## config.mk

```make
export PLATFORM = sky130hd
export DESIGN_NAME = boundary_tag_heap_allocator_flat
export DESIGN_NICKNAME = d
export VERILOG_FILES = /design/src/rtl/bta_pkg.sv /design/src/rtl/bta_if.sv /design/src/rtl/bta_ram.sv /design/src/rtl/boundary_tag_heap_allocator.sv /design/src/flat_wrapper.sv
export SDC_FILE = /design/constraint.sdc
export NUM_CORES = 1
export LEC_CHECK = 0
export BUFFER_PORTS_ARGS = -buffer_cell sky130_fd_sc_hd__buf_4
export CAP_MARGIN = 10
export CORE_MARGIN = 2
export CORE_UTILIZATION = 45
export CTS_CLUSTER_SIZE = 10
export DETAILED_ROUTE_END_ITERATION = 10
export GPL_ROUTABILITY_DRIVEN = 0
export SETUP_SLACK_MARGIN = 0.5
export SLEW_MARGIN = 25
export SYNTH_ARGS = -nofsm -noshare
export SYNTH_HDL_FRONTEND = slang
export SYNTH_SLANG_ARGS = --single-unit
```

## constraint.sdc

```tcl
create_clock -name clk -period 6.9 [get_ports clk]
set_clock_uncertainty 0.2 [all_clocks]
set_input_delay 1.035 -clock clk [delete_from_list [all_inputs] [get_ports clk]]
set_output_delay 1.035 -clock clk [all_outputs]
set_load 0.005 [all_outputs]
```

## src/rtl/bta_pkg.sv

```systemverilog
// Package for the boundary-tag heap allocator.
// Heap geometry, operation codes and the request/result payload types.
package bta_pkg;
  localparam int HEAP_BYTES = 127;
  localparam int ADDR_W = 7;
  localparam int DATA_W = 8;

  localparam logic [1:0] MODE_ALLOC = 2'd0;
  localparam logic [1:0] MODE_FREE  = 2'd1;
  localparam logic [1:0] MODE_WRITE = 2'd2;
  localparam logic [1:0] MODE_READ  = 2'd3;

  typedef struct packed {
    logic [1:0] mode;
    logic [6:0] request_size;
    logic [6:0] payload_index;
    logic [7:0] write_data;
  } req_t;

  typedef struct packed {
    logic [6:0] granted_index;
    logic [7:0] read_data;
    logic       status;
  } rsp_t;
endpackage

```

## src/rtl/bta_if.sv

```systemverilog
// Valid/ready channel interfaces for the allocator.
// Depends on bta_pkg for the payload types.
interface bta_req_if import bta_pkg::*; ();
  logic valid;
  logic ready;
  req_t payload;
  modport source (output valid, output payload, input ready);
  modport sink (input valid, input payload, output ready);
endinterface

interface bta_rsp_if import bta_pkg::*; ();
  logic valid;
  logic ready;
  rsp_t payload;
  modport source (output valid, output payload, input ready);
  modport sink (input valid, input payload, output ready);
endinterface

```

## src/rtl/bta_ram.sv

```systemverilog
// Generic single-port RAM with registered read.
// No dependencies.
module bta_ram #(
  parameter int WIDTH = 8,
  parameter int DEPTH = 128
) (
  input  logic                     clk,
  input  logic                     we,
  input  logic [$clog2(DEPTH)-1:0] addr,
  input  logic [WIDTH-1:0]         wdata,
  output logic [WIDTH-1:0]         rdata
);
  logic [WIDTH-1:0] mem [DEPTH];
  always_ff @(posedge clk) begin
    if (we) mem[addr] <= wdata;
    rdata <= mem[addr];
  end
endmodule

```

## src/rtl/boundary_tag_heap_allocator.sv

```systemverilog
// Boundary-tag heap allocator: one request at a time over a 127-byte heap RAM (bta_ram, bta_pkg).
// A write or read touches one byte; allocate walks the block headers, then picks and splits;
// free clears the tags, zeroes the payload, then merges with free neighbours.
// Throughput: one request in flight; the next is accepted once its result is in the output register.
// Reset: synchronous; a clearing pass over every heap byte then writes the initial free block,
// during which no request is accepted.
module boundary_tag_heap_allocator import bta_pkg::*; (
  input  logic        clk,
  input  logic        rst,
  bta_req_if.sink     req,
  bta_rsp_if.source   rsp,
  input  logic        cfg_we,
  input  logic        cfg_wdata
);
  localparam logic [4:0] S_CLR = 5'd0, S_IDLE = 5'd1, S_RD = 5'd2, S_RDW = 5'd3,
    S_WALK = 5'd4, S_WALKW = 5'd5, S_WALKC = 5'd6, S_SPLIT = 5'd7,
    S_FH = 5'd8, S_FHW = 5'd9, S_FHC = 5'd10, S_FZ = 5'd11,
    S_FN = 5'd12, S_FNW = 5'd13, S_FNC = 5'd14, S_FP = 5'd15, S_FPW = 5'd16,
    S_FPH = 5'd17, S_FPHW = 5'd18, S_FPC = 5'd19, S_OUT = 5'd20,
    S_FOOT = 5'd21, S_FHW2 = 5'd22, S_FPR = 5'd23, S_FPF = 5'd24;

  logic [4:0] state, state_next;
  logic       fit_policy;
  req_t       cur, cur_next;
  logic [7:0] at, best, best_pay, sz, a1, foot, prv;
  logic [7:0] at_next, best_next, best_pay_next, sz_next, a1_next, foot_next, prv_next;
  logic [7:0] head_tag, prv_tag, head_tag_next, prv_tag_next;
  logic [2:0] step, step_next;
  logic [7:0] ptr, ptr_next;
  logic              m_we, m_we_next;
  logic [ADDR_W-1:0] m_addr, m_addr_next;
  logic [7:0]        m_wd, m_wd_next, m_rd;
  rsp_t       res, res_next;   // result being built
  rsp_t       out, out_next;   // result register on the rsp channel
  logic       out_v, out_v_next;
  logic [7:0] want, szw;

  bta_ram #(.WIDTH(DATA_W), .DEPTH(HEAP_BYTES)) u_heap (
    .clk(clk), .we(m_we), .addr(m_addr), .wdata(m_wd), .rdata(m_rd));

  assign req.ready = (state == S_IDLE);
  assign rsp.valid = out_v;
  assign rsp.payload = out;

  always_ff @(posedge clk) begin
    if (rst) fit_policy <= 1'b0;
    else if (cfg_we) fit_policy <= cfg_wdata;
  end

  assign want = {1'b0, cur.request_size};
  // size field of the tag byte on the RAM read port
  assign szw = {1'b0, m_rd[7:1]};

  always_comb begin
    state_next = state;
    ptr_next = ptr;
    out_v_next = out_v;
    out_next = out;
    res_next = res;
    cur_next = cur;
    at_next = at;
    best_next = best;
    best_pay_next = best_pay;
    sz_next = sz;
    a1_next = a1;
    foot_next = foot;
    prv_next = prv;
    head_tag_next = head_tag;
    prv_tag_next = prv_tag;
    step_next = step;
    m_we_next = 1'b0;
    m_addr_next = m_addr;
    m_wd_next = m_wd;
    if (rsp.ready) out_v_next = 1'b0;
    unique case (state)
      S_CLR: begin
        // one write per cycle: tags at both ends, zero payload between
        m_we_next = 1'b1;
        m_addr_next = ptr[6:0];
        m_wd_next = (ptr == 8'd0 || ptr == 8'(HEAP_BYTES - 1)) ?
                    8'(HEAP_BYTES << 1) : 8'd0;
        if (ptr == 8'(HEAP_BYTES - 1)) state_next = S_IDLE;
        ptr_next = ptr + 8'd1;
      end
      S_IDLE: if (req.valid) begin
        cur_next = req.payload;
        res_next = '0;
        unique case (req.payload.mode)
          MODE_ALLOC: begin
            if (req.payload.request_size == 7'd0) begin
              res_next.status = 1'b1;
              state_next = S_OUT;
            end else begin
              at_next = '0;
              best_next = 8'(HEAP_BYTES);
              best_pay_next = 8'hFF;
              state_next = S_WALK;
            end
          end
          MODE_FREE: begin
            // index 0 or past the last header can never name a block
            if (req.payload.payload_index == 7'd0 ||
                req.payload.payload_index == 7'(HEAP_BYTES)) state_next = S_OUT;
            else begin
              at_next = {1'b0, req.payload.payload_index} - 8'd1;
              state_next = S_FH;
            end
          end
          MODE_WRITE: begin
            if (req.payload.payload_index != 7'(HEAP_BYTES)) begin
              m_we_next = 1'b1;
              m_addr_next = req.payload.payload_index;
              m_wd_next = req.payload.write_data;
            end
            state_next = S_OUT;
          end
          MODE_READ: begin
            m_addr_next = req.payload.payload_index;
            state_next = S_RD;
          end
        endcase
      end
      S_RD: state_next = S_RDW;
      S_RDW: begin
        if (cur.payload_index != 7'(HEAP_BYTES)) res_next.read_data = m_rd;
        state_next = S_OUT;
      end
      // block walk: header read through the registered address and the RAM's registered read, then evaluate
      S_WALK: begin
        if (at >= 8'(HEAP_BYTES)) state_next = S_WALKC;
        else begin
          m_addr_next = at[6:0];
          state_next = S_WALKW;
        end
      end
      S_WALKW: state_next = S_FOOT;
      S_FOOT: begin
        // zero size tag ends the walk
        if (szw == 8'd0) state_next = S_WALKC;
        else begin
          if (!m_rd[0] && szw >= 8'd2 && (at + szw) <= 8'(HEAP_BYTES) &&
              (szw - 8'd2) >= want) begin
            if (!fit_policy) begin
              best_next = at;
              state_next = S_WALKC;
            end else begin
              // strict compare keeps the lowest address on a tie
              if ((szw - 8'd2) < best_pay || best_pay == 8'hFF) begin
                best_next = at;
                best_pay_next = szw - 8'd2;
              end
              state_next = S_WALK;
            end
          end else state_next = S_WALK;
          at_next = at + szw;
        end
      end
      S_WALKC: begin
        if (best >= 8'(HEAP_BYTES)) begin
          res_next.status = 1'b1;
          state_next = S_OUT;
        end else begin
          m_addr_next = best[6:0];
          step_next = 3'd0;
          at_next = best;
          state_next = S_SPLIT;
        end
      end
      // reread the chosen header, then write two or four tags
      S_SPLIT: begin
        step_next = step + 3'd1;
        unique case (step)
          3'd0: ;
          3'd1: sz_next = szw;
          3'd2: begin
            m_we_next = 1'b1;
            m_addr_next = at[6:0];
            if (sz - want >= 8'd3) begin
              m_wd_next = {want[6:0] + 7'd2, 1'b1};
            end else begin
              // too small to split: just mark the whole block allocated
              m_wd_next = {sz[6:0], 1'b1};
              step_next = 3'd6;
            end
          end
          3'd3: begin
            m_we_next = 1'b1;
            m_addr_next = 7'(at + want + 8'd1);
            m_wd_next = {want[6:0] + 7'd2, 1'b1};
          end
          3'd4: begin
            m_we_next = 1'b1;
            m_addr_next = 7'(at + want + 8'd2);
            m_wd_next = {7'(sz - want - 8'd2), 1'b0};
          end
          3'd5: begin
            m_we_next = 1'b1;
            m_addr_next = 7'(at + sz - 8'd1);
            m_wd_next = {7'(sz - want - 8'd2), 1'b0};
            res_next.granted_index = 7'(at + 8'd1);
            state_next = S_OUT;
          end
          default: begin
            m_we_next = 1'b1;
            m_addr_next = 7'(at + sz - 8'd1);
            m_wd_next = {sz[6:0], 1'b1};
            res_next.granted_index = 7'(at + 8'd1);
            state_next = S_OUT;
          end
        endcase
      end
      // free: header check and clear
      S_FH: begin
        m_addr_next = at[6:0];
        state_next = S_FHW;
      end
      S_FHW: state_next = S_FHW2;
      S_FHW2: begin
        sz_next = szw;
        if (szw < 8'd2 || at + szw > 8'(HEAP_BYTES)) state_next = S_OUT;
        else begin
          foot_next = at + szw - 8'd1;
          head_tag_next = {m_rd[7:1], 1'b0};
          m_we_next = 1'b1;
          m_addr_next = at[6:0];
          m_wd_next = {m_rd[7:1], 1'b0};
          ptr_next = at + 8'd1;
          state_next = S_FHC;
        end
      end
      S_FHC: begin
        // footer keeps its own size field; only its allocated bit is cleared
        m_addr_next = foot[6:0];
        state_next = S_FZ;
        step_next = 3'd0;
      end
      S_FZ: begin
        if (step == 3'd0) step_next = 3'd1;
        else if (step == 3'd1) begin
          m_we_next = 1'b1;
          m_addr_next = foot[6:0];
          m_wd_next = {m_rd[7:1], 1'b0};
          step_next = 3'd2;
        end else if (ptr < foot) begin
          // payload zeroing, one byte per cycle
          m_we_next = 1'b1;
          m_addr_next = ptr[6:0];
          m_wd_next = 8'd0;
          ptr_next = ptr + 8'd1;
        end else state_next = S_FN;
      end
      // merge with a free next block
      S_FN: begin
        a1_next = at + sz;
        if (at + sz < 8'(HEAP_BYTES)) begin
          m_addr_next = 7'(at + sz);
          state_next = S_FNW;
        end else state_next = S_FP;
      end
      S_FNW: state_next = S_FNC;
      S_FNC: begin
        if (!m_rd[0] && szw >= 8'd1 && a1 + szw <= 8'(HEAP_BYTES)) begin
          // tag sum wraps at 8 bits
          head_tag_next = head_tag + m_rd;
          foot_next = a1 + szw - 8'd1;
          m_we_next = 1'b1;
          m_addr_next = at[6:0];
          m_wd_next = head_tag + m_rd;
          state_next = S_FPC;
        end else state_next = S_FP;
      end
      S_FPC: begin
        m_we_next = 1'b1;
        m_addr_next = foot[6:0];
        m_wd_next = head_tag;
        state_next = S_FP;
      end
      // merge with a free previous block, found through its footer
      S_FP: begin
        if (at == 8'd0) state_next = S_OUT;
        else begin
          m_addr_next = 7'(at - 8'd1);
          state_next = S_FPW;
        end
      end
      S_FPW: state_next = S_FPH;
      S_FPH: begin
        if (szw >= 8'd1 && szw <= at) begin
          prv_next = at - szw;
          m_addr_next = 7'(at - szw);
          state_next = S_FPHW;
        end else state_next = S_OUT;
      end
      S_FPHW: state_next = S_FPR;
      S_FPR: begin
        if (!m_rd[0]) begin
          prv_tag_next = m_rd + head_tag;
          m_we_next = 1'b1;
          m_addr_next = prv[6:0];
          m_wd_next = m_rd + head_tag;
          state_next = S_FPF;
        end else state_next = S_OUT;
      end
      S_FPF: begin
        m_we_next = 1'b1;
        m_addr_next = foot[6:0];
        m_wd_next = prv_tag;
        state_next = S_OUT;
      end
      // hand the result to the output register once it is free
      S_OUT: if (!out_v || rsp.ready) begin
        out_v_next = 1'b1;
        out_next = res;
        state_next = S_IDLE;
      end
      default: state_next = S_IDLE;
    endcase
  end

  always_ff @(posedge clk) begin
    if (rst) begin
      state <= S_CLR;
      ptr <= '0;
      out_v <= 1'b0;
      m_we <= 1'b0;
      m_addr <= '0;
      m_wd <= '0;
    end else begin
      state <= state_next;
      ptr <= ptr_next;
      out_v <= out_v_next;
      out <= out_next;
      res <= res_next;
      cur <= cur_next;
      at <= at_next;
      best <= best_next;
      best_pay <= best_pay_next;
      sz <= sz_next;
      a1 <= a1_next;
      foot <= foot_next;
      prv <= prv_next;
      head_tag <= head_tag_next;
      prv_tag <= prv_tag_next;
      step <= step_next;
      m_we <= m_we_next;
      m_addr <= m_addr_next;
      m_wd <= m_wd_next;
    end
  end

`ifndef SYNTHESIS
  a_rsp_hold: assert property (@(posedge clk) disable iff (rst)
    rsp.valid && !rsp.ready |=> rsp.valid && $stable(rsp.payload))
    else $error("result changed while waiting");
  a_no_grant_fail: assert property (@(posedge clk) disable iff (rst)
    out_v |-> !(out.status && out.granted_index != 7'd0)) else $error("grant with fail");
  a_clear_busy: assert property (@(posedge clk) disable iff (rst)
    state == S_CLR |-> !req.ready) else $error("request accepted while clearing");
`endif
endmodule
```

## src/flat_wrapper.sv

```systemverilog
// flat-port wrapper written by rule: the top's interface ports become plain ports
module boundary_tag_heap_allocator_flat import bta_pkg::*;
  (clk, rst, cfg_we, cfg_wdata, req_valid, req_payload, req_ready, rsp_valid, rsp_payload, rsp_ready);
  bta_req_if req_i ();
  bta_rsp_if rsp_i ();
  input  logic clk;
  input  logic rst;
  input  logic cfg_we;
  input  logic cfg_wdata;
  input wire logic [$bits(req_i.valid)-1:0] req_valid;
  input wire logic [$bits(req_i.payload)-1:0] req_payload;
  output wire logic [$bits(req_i.ready)-1:0] req_ready;
  output wire logic [$bits(rsp_i.valid)-1:0] rsp_valid;
  output wire logic [$bits(rsp_i.payload)-1:0] rsp_payload;
  input wire logic [$bits(rsp_i.ready)-1:0] rsp_ready;
  assign req_i.valid = req_valid;
  assign req_i.payload = req_payload;
  assign req_ready = req_i.ready;
  assign rsp_valid = rsp_i.valid;
  assign rsp_payload = rsp_i.payload;
  assign rsp_i.ready = rsp_ready;
  boundary_tag_heap_allocator u_core (.clk(clk), .rst(rst), .req(req_i), .rsp(rsp_i), .cfg_we(cfg_we), .cfg_wdata(cfg_wdata));
endmodule
```

==> impl_metrics.json <==
{
  "row_count": 121,
  "grt_overflow": 0,
  "max_slew_margin_pct": 22.4,
  "synth.avg_cell_area_um2": 14.6,
  "cts_root_buffer": "clkbuf_16",
  "numCtsBuffers": 138,
  "rr_startpoint": "u_core.u_heap.rdata[4]",
  "antenna_found_initial": 2,
  "p_per_area_nw_per_um2": 282,
  "ys.flop_type": "edfxtp_1",
  "r2r-end": "u_core.m_addr[0]",
  "via_per_inst": 6.44,
  "synthCells": 3405,
  "dp_hpwl_um": 94800,
  "area.growth.synth_to_final_pct": 12.2,
  "grt_use_total_pct": 26.7,
  "die_width_um": 336,
  "core-area_um2": 109000,
  "fmax_mhz": 228,
  "drt_iter0_drc": 4813,
  "final_nets": 3583,
  "p_leak_nw": 17.8,
  "worst_pin_slew_ns": 1.16,
  "routed_wl_um": 152000,
  "cts_buffer_depth": 3,
  "critPathRequiredTime_ns": 7.33,
  "cts_resized": 0,
  "status": "completed",
  "synth-seq-cells": 1174,
  "cts.reportedPaths.clkPinSlew_ns": 0.05,
  "io_pins": 48,
  "reg2reg_slack_ns": 2.52,
  "synth_top_area_cell": "edfxtp_1",
  "path_max_fanout": 13,
  "ys_seq_area_share_pct": 70.2,
  "r2r_cells": 9,
  "cp.arrival_ns": 4.81,
  "hp-start": "u_core.res[2]",
  "cts_max_level": 4,
  "vias": 32100,
  "wl_per_cell_um": 30.4,
  "die_y_um": 336,
  "yosysUniqueCellTypes": 91,
  "cts_sinks": 1174,
  "period_needed_ns": 4.38,
  "cp-start-kind": "flip-flop",
  "async_flop_share_pct": 0,
  "clock_latency_ns": 0.78,
  "max-vdd-ir-drop_mv": 0.309,
  "io_buffer_count": 47,
  "postCtsSetupBuffers": 0,
  "placed_cells_incl_taps": 4784,
  "fin_setup_tns_ns": 0,
  "worstSetupPathType": "flip-flop to flip-flop",
  "hold_violations": 0,
  "cp-end-kind": "flip-flop",
  "grt_pass1_wl_um": 218000,
  "final.period_utilization_pct": 63.5,
  "worst_hold_slack_ns": 0.217,
  "maxCapViolations": 0,
  "hold_class": "flip-flop to flip-flop",
  "final_cells": 4988,
  "start_util_pct": 45.5,
  "whs_path_depth": 0,
  "finalSetupViolations": 0,
  "grt_max_degree": 89,
  "drv_slew": 0,
  "synth-edff-count": 1135,
  "cts_tree": "built",
  "netlist_area_um2": 49700,
  "grt_pass1_vias": 30600,
  "synth_nets": 3540,
  "dieArea_um2": 113000,
  "ant_nets": 0,
  "drive_gt1_share_pct": 11.0,
  "hold_end": "u_core.rsp.payload[2]",
  "final_core_utilization_pct": 51.0,
  "drt_pre_antenna_iters": 9,
  "drc": 0,
  "cts_hold_buffers": 0,
  "yosys_warnings": 0,
  "synth_top_cell_area_share_pct": 68.6,
  "synth_area_leaders": "edfxtp_1, a22oi_1, ha_1",
  "rsz0062_at_grt": "false"
}
[metal layers]
layer | part of all wire, % | routed length (um) | GRT usage [%]
met2 | 46 | 70400 | 41.4
met5 | 0.018 | 27 | 0
met3 | 8.9 | 13500 | 5.03
met1 | 41 | 61900 | 37.2
met4 | 3.9 | 5990 | 10.4
[placed cells by master, fill, tap and decap left out, types with 10 or more instances in the layout]
| cell type | instances |
|---|---|
| clkbuf_16 | 140 |
| buf_4 | 111 |
| xor2_1 | 27 |
| mux4_2 | 17 |
| nand4_1 | 54 |
| o221ai_1 | 13 |
| dfxtp_4 | 11 |
| nand2_1 | 143 |
| nor2_1 | 256 |
| o211ai_1 | 18 |
| nand2b_1 | 23 |
| nand3_1 | 57 |
| inv_1 | 82 |
| a31oi_1 | 76 |
| mux2i_1 | 31 |
| a211oi_1 | 21 |
| mux2_2 | 34 |
| xnor2_1 | 47 |
| a22oi_1 | 286 |
| a22o_1 | 75 |
| ha_1 | 98 |
| nor2b_1 | 22 |
| a221o_1 | 12 |
| a221oi_1 | 99 |
| or3_1 | 10 |
| nor4_1 | 32 |
| nor3_1 | 52 |
| a21oi_1 | 109 |
| dfxtp_1 | 26 |
| o21a_1 | 13 |
| o21ai_0 | 87 |
| clkbuf_1 | 43 |
| and2_1 | 13 |
| a21o_1 | 17 |
| and3_1 | 15 |
| edfxtp_1 | 1135 |
[layout make-up]
type / instances / area, um2
Antenna cell: 1 / 2.50
Inverter: 83 / 312
Clock buffer: 184 / 3680
Sequential cell: 1174 / 34900
Tap cell: 1476 / 1850
Multi-Input combinational cell: 1934 / 13600
Timing Repair Buffer: 117 / 945
Clock inverter: 19 / 384
Fill cell: 9099 / 53400
[synth_stat cells (all sizes together) (18+ instances only)]
master / n
nand2: 146
a211oi: 24
a31oi: 76
nor3: 57
mux2: 34
nor2: 260
o211ai: 18
nand4: 54
nor4: 34
nor2b: 24
xnor2: 47
a22o: 76
a21oi: 109
o21ai: 93
edfxtp: 1135
a221oi: 99
dfxtp: 39
nand2b: 23
a22oi: 286
mux2i: 32
clkbuf: 104
buf: 110
xor2: 27
inv: 82
nand3: 57
ha: 98
[flip-flops by register name (all words and copies together), names as in the netlist]
register / cells
u_core.a1: 8
u_core.at: 8
u_core.best: 8
u_core.best_pay: 8
u_core.cur: 14
u_core.fit_policy: 1
u_core.foot: 8
u_core.head_tag: 8
u_core.m_addr: 7
u_core.m_wd: 8
u_core.m_we: 1
u_core.prv: 7
u_core.prv_tag: 8
u_core.ptr: 8
u_core.res: 16
u_core.rsp.payload: 16
u_core.rsp.valid: 1
u_core.state: 5
u_core.step: 3
u_core.sz: 7
u_core.u_heap.mem: 1016
u_core.u_heap.rdata: 8
[metrics by stage]
step	area (um2)	setup WS [ns]	power (mW)
after detailed placement	51600	2.65	9.14
final	55700	2.52	15.7
after CTS	55700	2.61	15.8
after global routing	55700	2.34	16.1
after floorplan	49700	2.73	8.70
after global placement	51600	2.72	9.13
[worst max-delay path, cell delays in order (launching register included)]
cell and delay, ns:
dfxtp_1 0.92, inv_1 0.16, ha_1 0.46, a221oi_1 0.37
o21ba_2 0.28, mux2i_4 0.36, o21ai_4 0.13, nor4_4 0.88
nor2_1 0.11, a211oi_2 0.36
[how the worst max path moves through the flow]
stage / startpoint / endpoint / slack [ns] / cells after the start
after floorplan: u_core.u_heap.rdata[2] / u_core.foot[0] / 2.73 / 8
after global placement: u_core.u_heap.rdata[4] / u_core.m_addr[0] / 2.72 / 9
after detailed placement: u_core.u_heap.rdata[4] / u_core.m_addr[0] / 2.65 / 9
after CTS: u_core.u_heap.rdata[4] / u_core.m_addr[0] / 2.61 / 9
after global routing: u_core.u_heap.rdata[3] / u_core.m_addr[5] / 2.34 / 9
final: u_core.u_heap.rdata[4] / u_core.m_addr[0] / 2.52 / 9
[cells by family after synthesis]
family | Yosys count | share of synthesized area (%)
flops | 1174 | 70.2
compound gates | 934 | 13.8
simple gates | 738 | 7.20
buf+inv | 297 | 2.52
fa+ha+maj | 105 | 2.75
mux | 83 | 2.21
xor+xnor | 74 | 1.30
[power by group]
part	switching (mW)	internal [mW]	total, mW
registers	0.130	7.94	8.07
logic	0.657	0.290	0.947
clock network	2.84	3.85	6.69
No activity file was read; power rests on OpenSTA's default activity.
